--- config.mk ---
export PLATFORM = sky130hd
export DESIGN_NAME = oldest_user_priority_table_top
export DESIGN_NICKNAME = d
export VERILOG_FILES = /design/src/rtl/oupt_pkg.sv /design/src/rtl/oupt_ram.sv /design/src/rtl/oupt_ctrl.sv /design/src/rtl/oupt_dp.sv /design/src/rtl/oldest_user_priority_table_top.sv
export SDC_FILE = /design/constraint.sdc
export NUM_CORES = 2
export LEC_CHECK = 0
export BUFFER_PORTS_ARGS = -buffer_cell sky130_fd_sc_hd__buf_2
export CAP_MARGIN = 20
export CELL_PAD_IN_SITES_DETAIL_PLACEMENT = 1
export CELL_PAD_IN_SITES_GLOBAL_PLACEMENT = 2
export CORE_UTILIZATION = 49
export DETAILED_ROUTE_END_ITERATION = 16
export HOLD_SLACK_MARGIN = 0.03
export PLACE_DENSITY = 0.84
export SETUP_SLACK_MARGIN = 0.5
export SLEW_MARGIN = 20
export SYNTH_ARGS = -nofsm -noshare
export SYNTH_HDL_FRONTEND = slang
export SYNTH_HIERARCHICAL = 1
export SYNTH_SLANG_ARGS = --single-unit
--- constraint.sdc ---
create_clock -name clk_i -period 10.9 [get_ports clk_i]
set_clock_uncertainty 0.1 [all_clocks]
set_input_delay 0.545 -clock clk_i [delete_from_list [all_inputs] [get_ports clk_i]]
set_output_delay 0.545 -clock clk_i [all_outputs]
set_load 0.1 [all_outputs]
--- src/rtl/oupt_pkg.sv ---
`default_nettype none
// ----------------------------------------------------------------------------
// oupt_pkg: shared types and constants for the oldest-user priority table
// Op codes, controller states and the command/status bundles between the
// sequencer and the datapath.
// ----------------------------------------------------------------------------
package oupt_pkg;

  localparam int unsigned DefCapacity = 16;
  localparam int unsigned DefIdBits   = 16;

  // Port field widths
  localparam int unsigned OP_W      = 2;
  localparam int unsigned USER_W    = 16;
  localparam int unsigned STAMP_W   = 63;
  localparam int unsigned COUNT_W   = 5;
  localparam int unsigned S_DATA_W  = 80;  // user + stamp, padded to bytes
  localparam int unsigned M_DATA_W  = 88;  // user + stamp + count, padded
  localparam int unsigned M_USER_W  = 2;   // removed_valid, full_error

  typedef enum logic [OP_W-1:0] {
    OP_ADD        = 2'd0,
    OP_UPDATE     = 2'd1,
    OP_ADD_NOTIME = 2'd2,
    OP_REMOVE     = 2'd3
  } op_e;

  // Table read address source
  typedef enum logic [1:0] {
    RD_IDX,
    RD_IDX_P1,
    RD_IDX_M1,
    RD_ZERO
  } rd_sel_e;

  typedef enum logic [3:0] {
    ST_IDLE,
    ST_START,
    ST_SCAN_RD,
    ST_SCAN_CHK,
    ST_POP_RD,
    ST_POP_CHK,
    ST_SHL_RD,
    ST_SHL_WR,
    ST_REF_RD,
    ST_REF_CHK,
    ST_INS,
    ST_FIND_RD,
    ST_FIND_CHK,
    ST_SHR,
    ST_SHR_WR,
    ST_DONE
  } state_e;

  typedef struct packed {
    logic    load_item;
    logic    idx_clr;
    logic    idx_inc;
    logic    idx_dec;
    logic    idx_set_cnt;
    logic    rd_en;
    rd_sel_e rd_sel;
    logic    wr_en;
    logic    wr_new;
    logic    cnt_inc;
    logic    cnt_dec;
    logic    pos_load;
    logic    cap_removed;
    logic    cap_pop;
    logic    ref_apply;
    logic    old_add;
    logic    set_full;
    logic    out_load;
  } cmd_t;

  typedef struct packed {
    op_e  op;
    logic idx_eq_cnt;
    logic idx_p1_ge_cnt;
    logic idx_eq_pos;
    logic cnt_zero;
    logic cnt_full;
    logic user_match;
    logic stamp_le;
    logic out_free;
  } status_t;

endpackage
`default_nettype wire

--- src/rtl/oupt_ram.sv ---
`default_nettype none
// ----------------------------------------------------------------------------
// oupt_ram: generic single-write, single-read RAM
// One write port and one read port, read data registered.
// ----------------------------------------------------------------------------
module oupt_ram #(
  parameter  int unsigned WIDTH  = 8,
  parameter  int unsigned DEPTH  = 16,
  localparam int unsigned ADDR_W = (DEPTH > 1) ? $clog2(DEPTH) : 1
) (
  input  wire logic                  clk_i,
  input  wire logic                  we_i,
  input  wire logic [ADDR_W-1:0]     waddr_i,
  input  wire logic [WIDTH-1:0]      wdata_i,
  input  wire logic                  re_i,
  input  wire logic [ADDR_W-1:0]     raddr_i,
  output logic      [WIDTH-1:0]      rdata_o
);

  logic [WIDTH-1:0] mem_q [DEPTH];

  always_ff @(posedge clk_i) begin
    if (we_i) begin
      mem_q[waddr_i] <= wdata_i;
    end
    if (re_i) begin
      rdata_o <= mem_q[raddr_i];
    end
  end

endmodule
`default_nettype wire

--- src/rtl/oupt_ctrl.sv ---
`default_nettype none
// ----------------------------------------------------------------------------
// oupt_ctrl: operation sequencer
// Walks the table one slot at a time: user search, ordered position search,
// shift down on removal, shift up on insert, oldest-stamp refresh.
// ----------------------------------------------------------------------------
module oupt_ctrl
  import oupt_pkg::*;
(
  input  wire logic    clk_i,
  input  wire logic    rst_ni,
  input  wire logic    s_tvalid_i,
  output logic         s_tready_o,
  input  wire status_t status_i,
  output cmd_t         cmd_o
);

  state_e state_q, state_d;

  always_ff @(posedge clk_i or negedge rst_ni) begin
    if (!rst_ni) begin
      state_q <= ST_IDLE;
    end else begin
      state_q <= state_d;
    end
  end

  // Next state
  always_comb begin
    state_d = state_q;
    unique case (state_q)
      ST_IDLE: begin
        if (s_tvalid_i) state_d = ST_START;
      end
      ST_START: begin
        unique case (status_i.op)
          OP_REMOVE: state_d = ST_POP_RD;
          OP_UPDATE: state_d = ST_SCAN_RD;
          default:   state_d = ST_INS;
        endcase
      end
      ST_SCAN_RD:  state_d = status_i.idx_eq_cnt ? ST_INS : ST_SCAN_CHK;
      ST_SCAN_CHK: state_d = status_i.user_match ? ST_SHL_RD : ST_SCAN_RD;
      ST_POP_RD:   state_d = status_i.cnt_zero ? ST_DONE : ST_POP_CHK;
      ST_POP_CHK:  state_d = ST_SHL_RD;
      ST_SHL_RD:   state_d = status_i.idx_p1_ge_cnt ? ST_REF_RD : ST_SHL_WR;
      ST_SHL_WR:   state_d = ST_SHL_RD;
      ST_REF_RD:   state_d = ST_REF_CHK;
      ST_REF_CHK:  state_d = (status_i.op == OP_REMOVE) ? ST_DONE : ST_INS;
      ST_INS:      state_d = status_i.cnt_full ? ST_DONE : ST_FIND_RD;
      ST_FIND_RD:  state_d = status_i.idx_eq_cnt ? ST_SHR : ST_FIND_CHK;
      ST_FIND_CHK: state_d = status_i.stamp_le ? ST_FIND_RD : ST_SHR;
      ST_SHR:      state_d = status_i.idx_eq_pos ? ST_DONE : ST_SHR_WR;
      ST_SHR_WR:   state_d = ST_SHR;
      ST_DONE: begin
        if (status_i.out_free) state_d = ST_IDLE;
      end
      default:     state_d = ST_IDLE;
    endcase
  end

  // Commands
  always_comb begin
    cmd_o        = '0;
    cmd_o.rd_sel = RD_IDX;
    s_tready_o   = 1'b0;
    unique case (state_q)
      ST_IDLE: begin
        s_tready_o = 1'b1;
        if (s_tvalid_i) begin
          cmd_o.load_item = 1'b1;
          cmd_o.idx_clr   = 1'b1;
        end
      end
      ST_START: ;
      ST_SCAN_RD: begin
        if (!status_i.idx_eq_cnt) cmd_o.rd_en = 1'b1;
      end
      ST_SCAN_CHK: begin
        if (status_i.user_match) cmd_o.cap_removed = 1'b1;
        else                     cmd_o.idx_inc     = 1'b1;
      end
      ST_POP_RD: begin
        if (!status_i.cnt_zero) begin
          cmd_o.rd_en  = 1'b1;
          cmd_o.rd_sel = RD_ZERO;
        end
      end
      ST_POP_CHK: begin
        cmd_o.cap_removed = 1'b1;
        cmd_o.cap_pop     = 1'b1;
      end
      ST_SHL_RD: begin
        if (status_i.idx_p1_ge_cnt) begin
          cmd_o.cnt_dec = 1'b1;
        end else begin
          cmd_o.rd_en  = 1'b1;
          cmd_o.rd_sel = RD_IDX_P1;
        end
      end
      ST_SHL_WR: begin
        cmd_o.wr_en   = 1'b1;
        cmd_o.idx_inc = 1'b1;
      end
      ST_REF_RD: begin
        cmd_o.rd_en  = 1'b1;
        cmd_o.rd_sel = RD_ZERO;
      end
      ST_REF_CHK: cmd_o.ref_apply = 1'b1;
      ST_INS: begin
        if (status_i.cnt_full) cmd_o.set_full = 1'b1;
        else                   cmd_o.idx_clr  = 1'b1;
      end
      ST_FIND_RD: begin
        if (status_i.idx_eq_cnt) begin
          cmd_o.pos_load    = 1'b1;
          cmd_o.idx_set_cnt = 1'b1;
        end else begin
          cmd_o.rd_en = 1'b1;
        end
      end
      ST_FIND_CHK: begin
        if (status_i.stamp_le) begin
          cmd_o.idx_inc = 1'b1;
        end else begin
          cmd_o.pos_load    = 1'b1;
          cmd_o.idx_set_cnt = 1'b1;
        end
      end
      ST_SHR: begin
        if (status_i.idx_eq_pos) begin
          cmd_o.wr_en   = 1'b1;
          cmd_o.wr_new  = 1'b1;
          cmd_o.cnt_inc = 1'b1;
          cmd_o.old_add = 1'b1;
        end else begin
          cmd_o.rd_en  = 1'b1;
          cmd_o.rd_sel = RD_IDX_M1;
        end
      end
      ST_SHR_WR: begin
        cmd_o.wr_en   = 1'b1;
        cmd_o.idx_dec = 1'b1;
      end
      ST_DONE: begin
        if (status_i.out_free) cmd_o.out_load = 1'b1;
      end
      default: ;
    endcase
  end

endmodule
`default_nettype wire

--- src/rtl/oupt_dp.sv ---
`default_nettype none
// ----------------------------------------------------------------------------
// oupt_dp: table datapath
// Slot RAM, walk index, insert position, fill count, oldest-stamp tracking
// and the result register.
// ----------------------------------------------------------------------------
module oupt_dp
  import oupt_pkg::*;
#(
  parameter int unsigned CAPACITY = DefCapacity,
  parameter int unsigned ID_BITS  = DefIdBits
) (
  input  wire logic                  clk_i,
  input  wire logic                  rst_ni,
  input  wire cmd_t                  cmd_i,
  output status_t                    status_o,
  input  wire logic [S_DATA_W-1:0]   s_tdata_i,
  input  wire logic [OP_W-1:0]       s_tuser_i,
  output logic                       m_tvalid_o,
  input  wire logic                  m_tready_i,
  output logic      [M_DATA_W-1:0]   m_tdata_o,
  output logic      [M_USER_W-1:0]   m_tuser_o
);

  localparam int unsigned CNT_W  = $clog2(CAPACITY + 1);
  localparam int unsigned ADDR_W = (CAPACITY > 1) ? $clog2(CAPACITY) : 1;
  localparam int unsigned ENT_W  = ID_BITS + STAMP_W;

  // Item and control state
  op_e                op_q;
  logic [CNT_W-1:0]   idx_q, pos_q, count_q;
  logic [STAMP_W-1:0] oldest_q;
  logic               rm_valid_q, full_q, out_valid_q;

  // Payload
  logic [ID_BITS-1:0] user_q, rm_user_q;
  logic [STAMP_W-1:0] stamp_q, removed_q;
  logic [M_DATA_W-1:0] out_data_q;
  logic [M_USER_W-1:0] out_user_q;

  logic [USER_W-1:0]  in_user;
  logic [STAMP_W-1:0] in_stamp;
  op_e                in_op;

  logic [CNT_W-1:0]   rd_idx;
  logic [ENT_W-1:0]   rdata, wdata;
  logic [ID_BITS-1:0] rd_user;
  logic [STAMP_W-1:0] rd_stamp;

  assign in_user  = s_tdata_i[USER_W-1:0];
  assign in_stamp = s_tdata_i[USER_W +: STAMP_W];
  assign in_op    = op_e'(s_tuser_i);

  assign rd_user  = rdata[ID_BITS-1:0];
  assign rd_stamp = rdata[ID_BITS +: STAMP_W];

  always_comb begin
    unique case (cmd_i.rd_sel)
      RD_IDX:    rd_idx = idx_q;
      RD_IDX_P1: rd_idx = idx_q + CNT_W'(1);
      RD_IDX_M1: rd_idx = idx_q - CNT_W'(1);
      RD_ZERO:   rd_idx = '0;
      default:   rd_idx = idx_q;
    endcase
  end

  assign wdata = cmd_i.wr_new ? {stamp_q, user_q} : rdata;

  oupt_ram #(
    .WIDTH (ENT_W),
    .DEPTH (CAPACITY)
  ) u_slots (
    .clk_i   (clk_i),
    .we_i    (cmd_i.wr_en),
    .waddr_i (idx_q[ADDR_W-1:0]),
    .wdata_i (wdata),
    .re_i    (cmd_i.rd_en),
    .raddr_i (rd_idx[ADDR_W-1:0]),
    .rdata_o (rdata)
  );

  always_ff @(posedge clk_i or negedge rst_ni) begin
    if (!rst_ni) begin
      op_q        <= OP_ADD;
      idx_q       <= '0;
      pos_q       <= '0;
      count_q     <= '0;
      oldest_q    <= '0;
      rm_valid_q  <= 1'b0;
      full_q      <= 1'b0;
      out_valid_q <= 1'b0;
    end else begin
      if (cmd_i.load_item) begin
        op_q       <= in_op;
        rm_valid_q <= 1'b0;
        full_q     <= 1'b0;
      end
      if (cmd_i.cap_pop)  rm_valid_q <= 1'b1;
      if (cmd_i.set_full) full_q     <= 1'b1;

      priority if (cmd_i.idx_clr)     idx_q <= '0;
      else if (cmd_i.idx_inc)         idx_q <= idx_q + CNT_W'(1);
      else if (cmd_i.idx_dec)         idx_q <= idx_q - CNT_W'(1);
      else if (cmd_i.idx_set_cnt)     idx_q <= count_q;
      else                            idx_q <= idx_q;

      if (cmd_i.pos_load) pos_q <= idx_q;

      if (cmd_i.cnt_inc)      count_q <= count_q + CNT_W'(1);
      else if (cmd_i.cnt_dec) count_q <= count_q - CNT_W'(1);

      // Refresh after removal uses the new head, read after the shift
      if (cmd_i.ref_apply && (oldest_q == removed_q)) begin
        oldest_q <= (count_q == '0) ? '0 : rd_stamp;
      end else if (cmd_i.old_add && (op_q != OP_ADD_NOTIME) &&
                   ((oldest_q > stamp_q) || (oldest_q == '0))) begin
        oldest_q <= stamp_q;
      end

      if (cmd_i.out_load)     out_valid_q <= 1'b1;
      else if (m_tready_i)    out_valid_q <= 1'b0;
    end
  end

  always_ff @(posedge clk_i) begin
    if (cmd_i.load_item) begin
      user_q    <= ID_BITS'(in_user);
      // add without time inserts a null stamp
      stamp_q   <= (in_op == OP_ADD_NOTIME) ? '0 : in_stamp;
      rm_user_q <= '0;
    end
    if (cmd_i.cap_pop)     rm_user_q <= rd_user;
    if (cmd_i.cap_removed) removed_q <= rd_stamp;
    if (cmd_i.out_load) begin
      out_data_q <= M_DATA_W'({COUNT_W'(count_q), oldest_q, USER_W'(rm_user_q)});
      out_user_q <= {full_q, rm_valid_q};
    end
  end

  assign m_tvalid_o = out_valid_q;
  assign m_tdata_o  = out_data_q;
  assign m_tuser_o  = out_user_q;

  always_comb begin
    status_o.op            = op_q;
    status_o.idx_eq_cnt    = (idx_q == count_q);
    status_o.idx_p1_ge_cnt = (({1'b0, idx_q} + (CNT_W + 1)'(1)) >= {1'b0, count_q});
    status_o.idx_eq_pos    = (idx_q == pos_q);
    status_o.cnt_zero      = (count_q == '0);
    status_o.cnt_full      = (count_q == CNT_W'(CAPACITY));
    status_o.user_match    = (rd_user == user_q);
    status_o.stamp_le      = (rd_stamp <= stamp_q);
    status_o.out_free      = !out_valid_q || m_tready_i;
  end

  a_count_range: assert property (@(posedge clk_i) disable iff (!rst_ni)
    count_q <= CNT_W'(CAPACITY))
    else $error("fill count above capacity");

  a_write_in_range: assert property (@(posedge clk_i) disable iff (!rst_ni)
    cmd_i.wr_en |-> (idx_q < CNT_W'(CAPACITY)) && (idx_q <= count_q))
    else $error("table write outside held slots");

  a_full_only_when_full: assert property (@(posedge clk_i) disable iff (!rst_ni)
    cmd_i.set_full |-> (count_q == CNT_W'(CAPACITY)))
    else $error("insert dropped while table has room");

  a_pop_nonempty: assert property (@(posedge clk_i) disable iff (!rst_ni)
    cmd_i.cap_pop |-> (count_q != '0) && $past(cmd_i.rd_en))
    else $error("pop without a head read");

endmodule
`default_nettype wire

--- src/rtl/oldest_user_priority_table_top.sv ---
`default_nettype none
// ----------------------------------------------------------------------------
// oldest_user_priority_table_top: ordered table of (user id, timestamp)
// Add, update, add-without-time and remove-oldest on a stamp-ordered table,
// tracking the oldest known timestamp.
// ----------------------------------------------------------------------------
// One item is handled at a time. The slot RAM has one read port with
// registered data, so each slot step is a read followed by a compare or a
// write. Remove oldest pops the head and closes the gap, add finds the
// ordered position and shifts the later entries up, update searches for the
// user, closes its gap if found and reinserts, and an insert on a full table
// is dropped and flagged as full_error. The result register lets the next
// item be accepted while a result waits; a later result stalls until it drains.
// ----------------------------------------------------------------------------
module oldest_user_priority_table_top
  import oupt_pkg::*;
#(
  parameter int unsigned CAPACITY = DefCapacity,
  parameter int unsigned ID_BITS  = DefIdBits
) (
  input  wire logic                 clk_i,
  input  wire logic                 rst_ni,
  input  wire logic                 s_axis_tvalid_i,
  output logic                      s_axis_tready_o,
  // [15:0] user_id, [78:16] stamp, [79] zero
  input  wire logic [S_DATA_W-1:0]  s_axis_tdata_i,
  // [1:0] op
  input  wire logic [OP_W-1:0]      s_axis_tuser_i,
  output logic                      m_axis_tvalid_o,
  input  wire logic                 m_axis_tready_i,
  // [15:0] removed_user, [78:16] oldest_stamp, [83:79] entry_count, [87:84] zero
  output logic      [M_DATA_W-1:0]  m_axis_tdata_o,
  // [0] removed_valid, [1] full_error
  output logic      [M_USER_W-1:0]  m_axis_tuser_o
);

  cmd_t    cmd;
  status_t status;

  oupt_ctrl u_ctrl (
    .clk_i      (clk_i),
    .rst_ni     (rst_ni),
    .s_tvalid_i (s_axis_tvalid_i),
    .s_tready_o (s_axis_tready_o),
    .status_i   (status),
    .cmd_o      (cmd)
  );

  oupt_dp #(
    .CAPACITY (CAPACITY),
    .ID_BITS  (ID_BITS)
  ) u_dp (
    .clk_i      (clk_i),
    .rst_ni     (rst_ni),
    .cmd_i      (cmd),
    .status_o   (status),
    .s_tdata_i  (s_axis_tdata_i),
    .s_tuser_i  (s_axis_tuser_i),
    .m_tvalid_o (m_axis_tvalid_o),
    .m_tready_i (m_axis_tready_i),
    .m_tdata_o  (m_axis_tdata_o),
    .m_tuser_o  (m_axis_tuser_o)
  );

endmodule
`default_nettype wire
==> flow_summary.ini <==
[outcome]
status = complete, no violations

[final_layout]
final_net_count = 4039
stdcell_area_mm2 = 0.0766
area_growth_syn_to_layout_pct = 13.5
final_common_cell = edfxtp_1
final_cell_mix = edfxtp_1, mux4_2, clkbuf_16
drive_gt1_frac = 0.233

[critical_path]
start_kind = register
path_cells = inv_1 -> ha_1 -> ha_1 -> a21o_1 -> a21oi_1 -> nor2b_1 -> o21ai_0 -> nand2_1 -> nand2b_1 -> o21ai_1 -> a21oi_1 -> nor2_1 -> nand2_1 -> nor2_1 -> a311oi_1 -> a21oi_1 -> nor2b_4 -> buf_4 -> buf_4 -> a22oi_1 -> nand2_1
critical_path_peak_fanout = 47
worstPathRequired_ns = 11.46
crit_slowest_cell = buf_4
crit_type = reg2reg
slowest_delay_ns = 0.82
crit_path_end_kind = register
worstPathArrival_ns = 7.48

[synthesis]
synth_flop_cell = edfxtp_1
avgSynthCellArea_um2 = 19.3
syn-cell-area_mm2 = 0.0675
syn_inst = 3491
yosys_warnings = 6
synthArstFlopShare = 0.0520
ys_types = 75
ys_ff_latch = 1674
ys_seq_area_frac = 0.738
synth_edf_count = 1587

[timing]
tightest_slew_ns = 1.23
rsz0062_at_grt = false
max_freq_mhz = 145
timing.final.crit_share = 0.635
hold_viol = 0
slew_headroom = 0.182
setup_viol = 0
finalSetupTns_ns = 0
finalMaxSlewViolations = 0
min_period_ns = 6.92
setup_ws_ns = 3.98

[detailed_routing]
first_pass_iters = 6
drt-total-wl_mm = 188
drt_iter0_drc = 4685
vias = 36500
antenna_left = 0
wl_per_cell_um = 32.8
via_per_inst = 6.36
drc_errors = 0

[die]
num_rows = 135
core_mm2 = 0.136
die_x_um = 373
die_area_mm2 = 0.139
die_h_um = 373
ios = 178
start_util = 0.496

[cts]
ctsResizeCount = 0
tritoncts = built
clock_sinks = 1674
post_cts_buffers = 0
path_clk_slew_ns = 0.06
holdBufCountCts = 75
cts_buffers = 170
htreeDepth = 4
root_buffer = clkbuf_16
clk_path_buf_depth = 3
clkLatencyLatePin_ns = 0.83

[pwr]
power_mw = 25.0
vdd_drop_max_v = 0.000602
p_leak_nw = 25.8
power.density_mw_per_mm2 = 327

[global_route]
grt_max_degree = 153
grt_pass1_vias = 38200
grt_usage = 0.272
antenna_found_initial = 10
grt_pass1_wl_mm = 272
grt_overflow = 0

[place]
place_ws_ns = 4.02
hpwl_mm = 110
numPortBuffers = 172
finalWeightedCongestion = 0.880
place_area_mm2 = 0.0704

[flow_run]
drv_cap = 0

[min_path]
hold_path_class = in2reg
==> power breakdown <==
part	switching (mW)	internal, mW
logic	5.69	3.95
registers	0.829	8.85
clock network	2.48	3.22
total	8.99	16.0
==> cells in the mapped netlist, types with 3 or more instances <==
cell type | n | share of area
nand3b_1 | 8 | 0.00089
o211ai_1 | 5 | 0.00056
xnor2_1 | 56 | 0.0073
a2111oi_0 | 4 | 0.00052
nor3b_1 | 3 | 0.00033
nand2_1 | 144 | 0.0080
nand2b_1 | 13 | 0.0012
nor3_1 | 24 | 0.0018
o21ai_0 | 28 | 0.0021
a22oi_1 | 161 | 0.018
a211oi_1 | 7 | 0.00078
or3_1 | 3 | 0.00028
or4_1 | 4 | 0.00045
a31oi_1 | 6 | 0.00056
mux2_2 | 85 | 0.014
buf_4 | 17 | 0.0019
and4_1 | 4 | 0.00052
inv_1 | 94 | 0.0052
a21o_1 | 28 | 0.0031
o21a_1 | 4 | 0.00045
buf_6 | 31 | 0.0052
edfxtp_1 | 1587 | 0.71
buf_2 | 37 | 0.0027
o21ai_1 | 8 | 0.00059
nor4_1 | 25 | 0.0023
nand4_1 | 40 | 0.0037
buf_1 | 6 | 0.00033
a21oi_1 | 54 | 0.0040
xor2_1 | 28 | 0.0036
mux4_2 | 316 | 0.11
a221oi_1 | 9 | 0.0012
and2_1 | 113 | 0.010
o22ai_1 | 5 | 0.00046
ha_1 | 136 | 0.025
a221o_1 | 63 | 0.0093
nor2_1 | 89 | 0.0050
and3_1 | 7 | 0.00065
clkbuf_1 | 76 | 0.0042
nand3_1 | 14 | 0.0010
nor2b_1 | 15 | 0.0014
dfrtp_1 | 87 | 0.032
==> sequential cells by signal (all words and copies together) (netlist names), 16 cells and up <==
| register | cells |
|---|---|
| u_dp/oldest_q | 63 |
| u_dp/user_q | 16 |
| u_dp/u_slots/rdata_o | 79 |
| u_dp/m_tdata_o | 84 |
| u_dp/removed_q | 63 |
| u_dp/rm_user_q | 16 |
| u_dp/stamp_q | 63 |
| u_dp/u_slots/mem_q | 1264 |
==> final timing paths <==
path	endpoint	startpoint	depth (start not counted)	slack [ns]
worst max register to register	u_dp/u_slots/rdata_o[4]	u_dp/idx_q[0]	21	3.98
min in group asynchronous	u_dp/oldest_q[22]	rst_ni	2	0.30
worst min register to register	u_dp/m_tdata_o[12]	u_dp/rm_user_q[12]	0	0.33
worst min-delay path	u_dp/stamp_q[45]	s_axis_tdata_i[61]	2	0.09
max in group asynchronous	u_dp/full_q	rst_ni	3	9.09
worst max-delay path	u_dp/u_slots/rdata_o[4]	u_dp/idx_q[0]	21	3.98
==> metal layers <==
layer  track usage  share of wire  up-vias  routed length, um
li1              -              -    14900                  -
met2         0.450           0.49     1903              93000
met1         0.371           0.40    19400              74600
met4        0.0851          0.027        8               5120
met3        0.0471          0.083      318              15600
met5             0        0.00037        -                 70
==> area by class of cell <==
type / count / area (um^2)
Multi-Input combinational cell: 1556 / 16600
Antenna cell: 1 / 2.50
Sequential cell: 1674 / 49800
Clock inverter: 87 / 828
Clock buffer: 228 / 4560
Fill cell: 11900 / 59400
Tap cell: 1781 / 2230
Timing Repair Buffer: 319 / 2190
Inverter: 95 / 357
==> critical path: cells and delay by family (launching register included) <==
family                   cells  cell delay, ns
buffers and inverters        3            1.49
flip-flops                   1            0.80
AND/OR/NAND/NOR              8            2.08
AO/OA/AOI/OAI                8            1.46
adder cells (fa/ha/maj)      2            0.75
==> per-stage QoR <==
step	utilization	hold slack, ns	std cells
2_1_floorplan	-	0.149	3494
3_3_place_gp	0.518	0.303	5349
3_5_place_dp	0.518	0.306	5349
4_1_cts	0.563	0.0348	5739
5_1_grt	0.563	0.0657	5740
6_report	0.563	0.0879	5741
==> cell families (layout without fill, tap and decap cells) <==
| kind of cell | after synthesis | count (layout) | synth area share |
|---|---|---|---|
| flip-flops | 1674 | 1674 | 0.738 |
| AO/OA/AOI/OAI | 410 | 410 | 0.0456 |
| other | 1 | 5 | 0.0000556 |
| buffers and inverters | 264 | 729 | 0.0199 |
| multiplexers | 402 | 402 | 0.120 |
| adder cells (fa/ha/maj) | 137 | 137 | 0.0255 |
| AND/OR/NAND/NOR | 519 | 519 | 0.0398 |
| XOR/XNOR | 84 | 84 | 0.0109 |
Power figures use the tool's default switching activity.
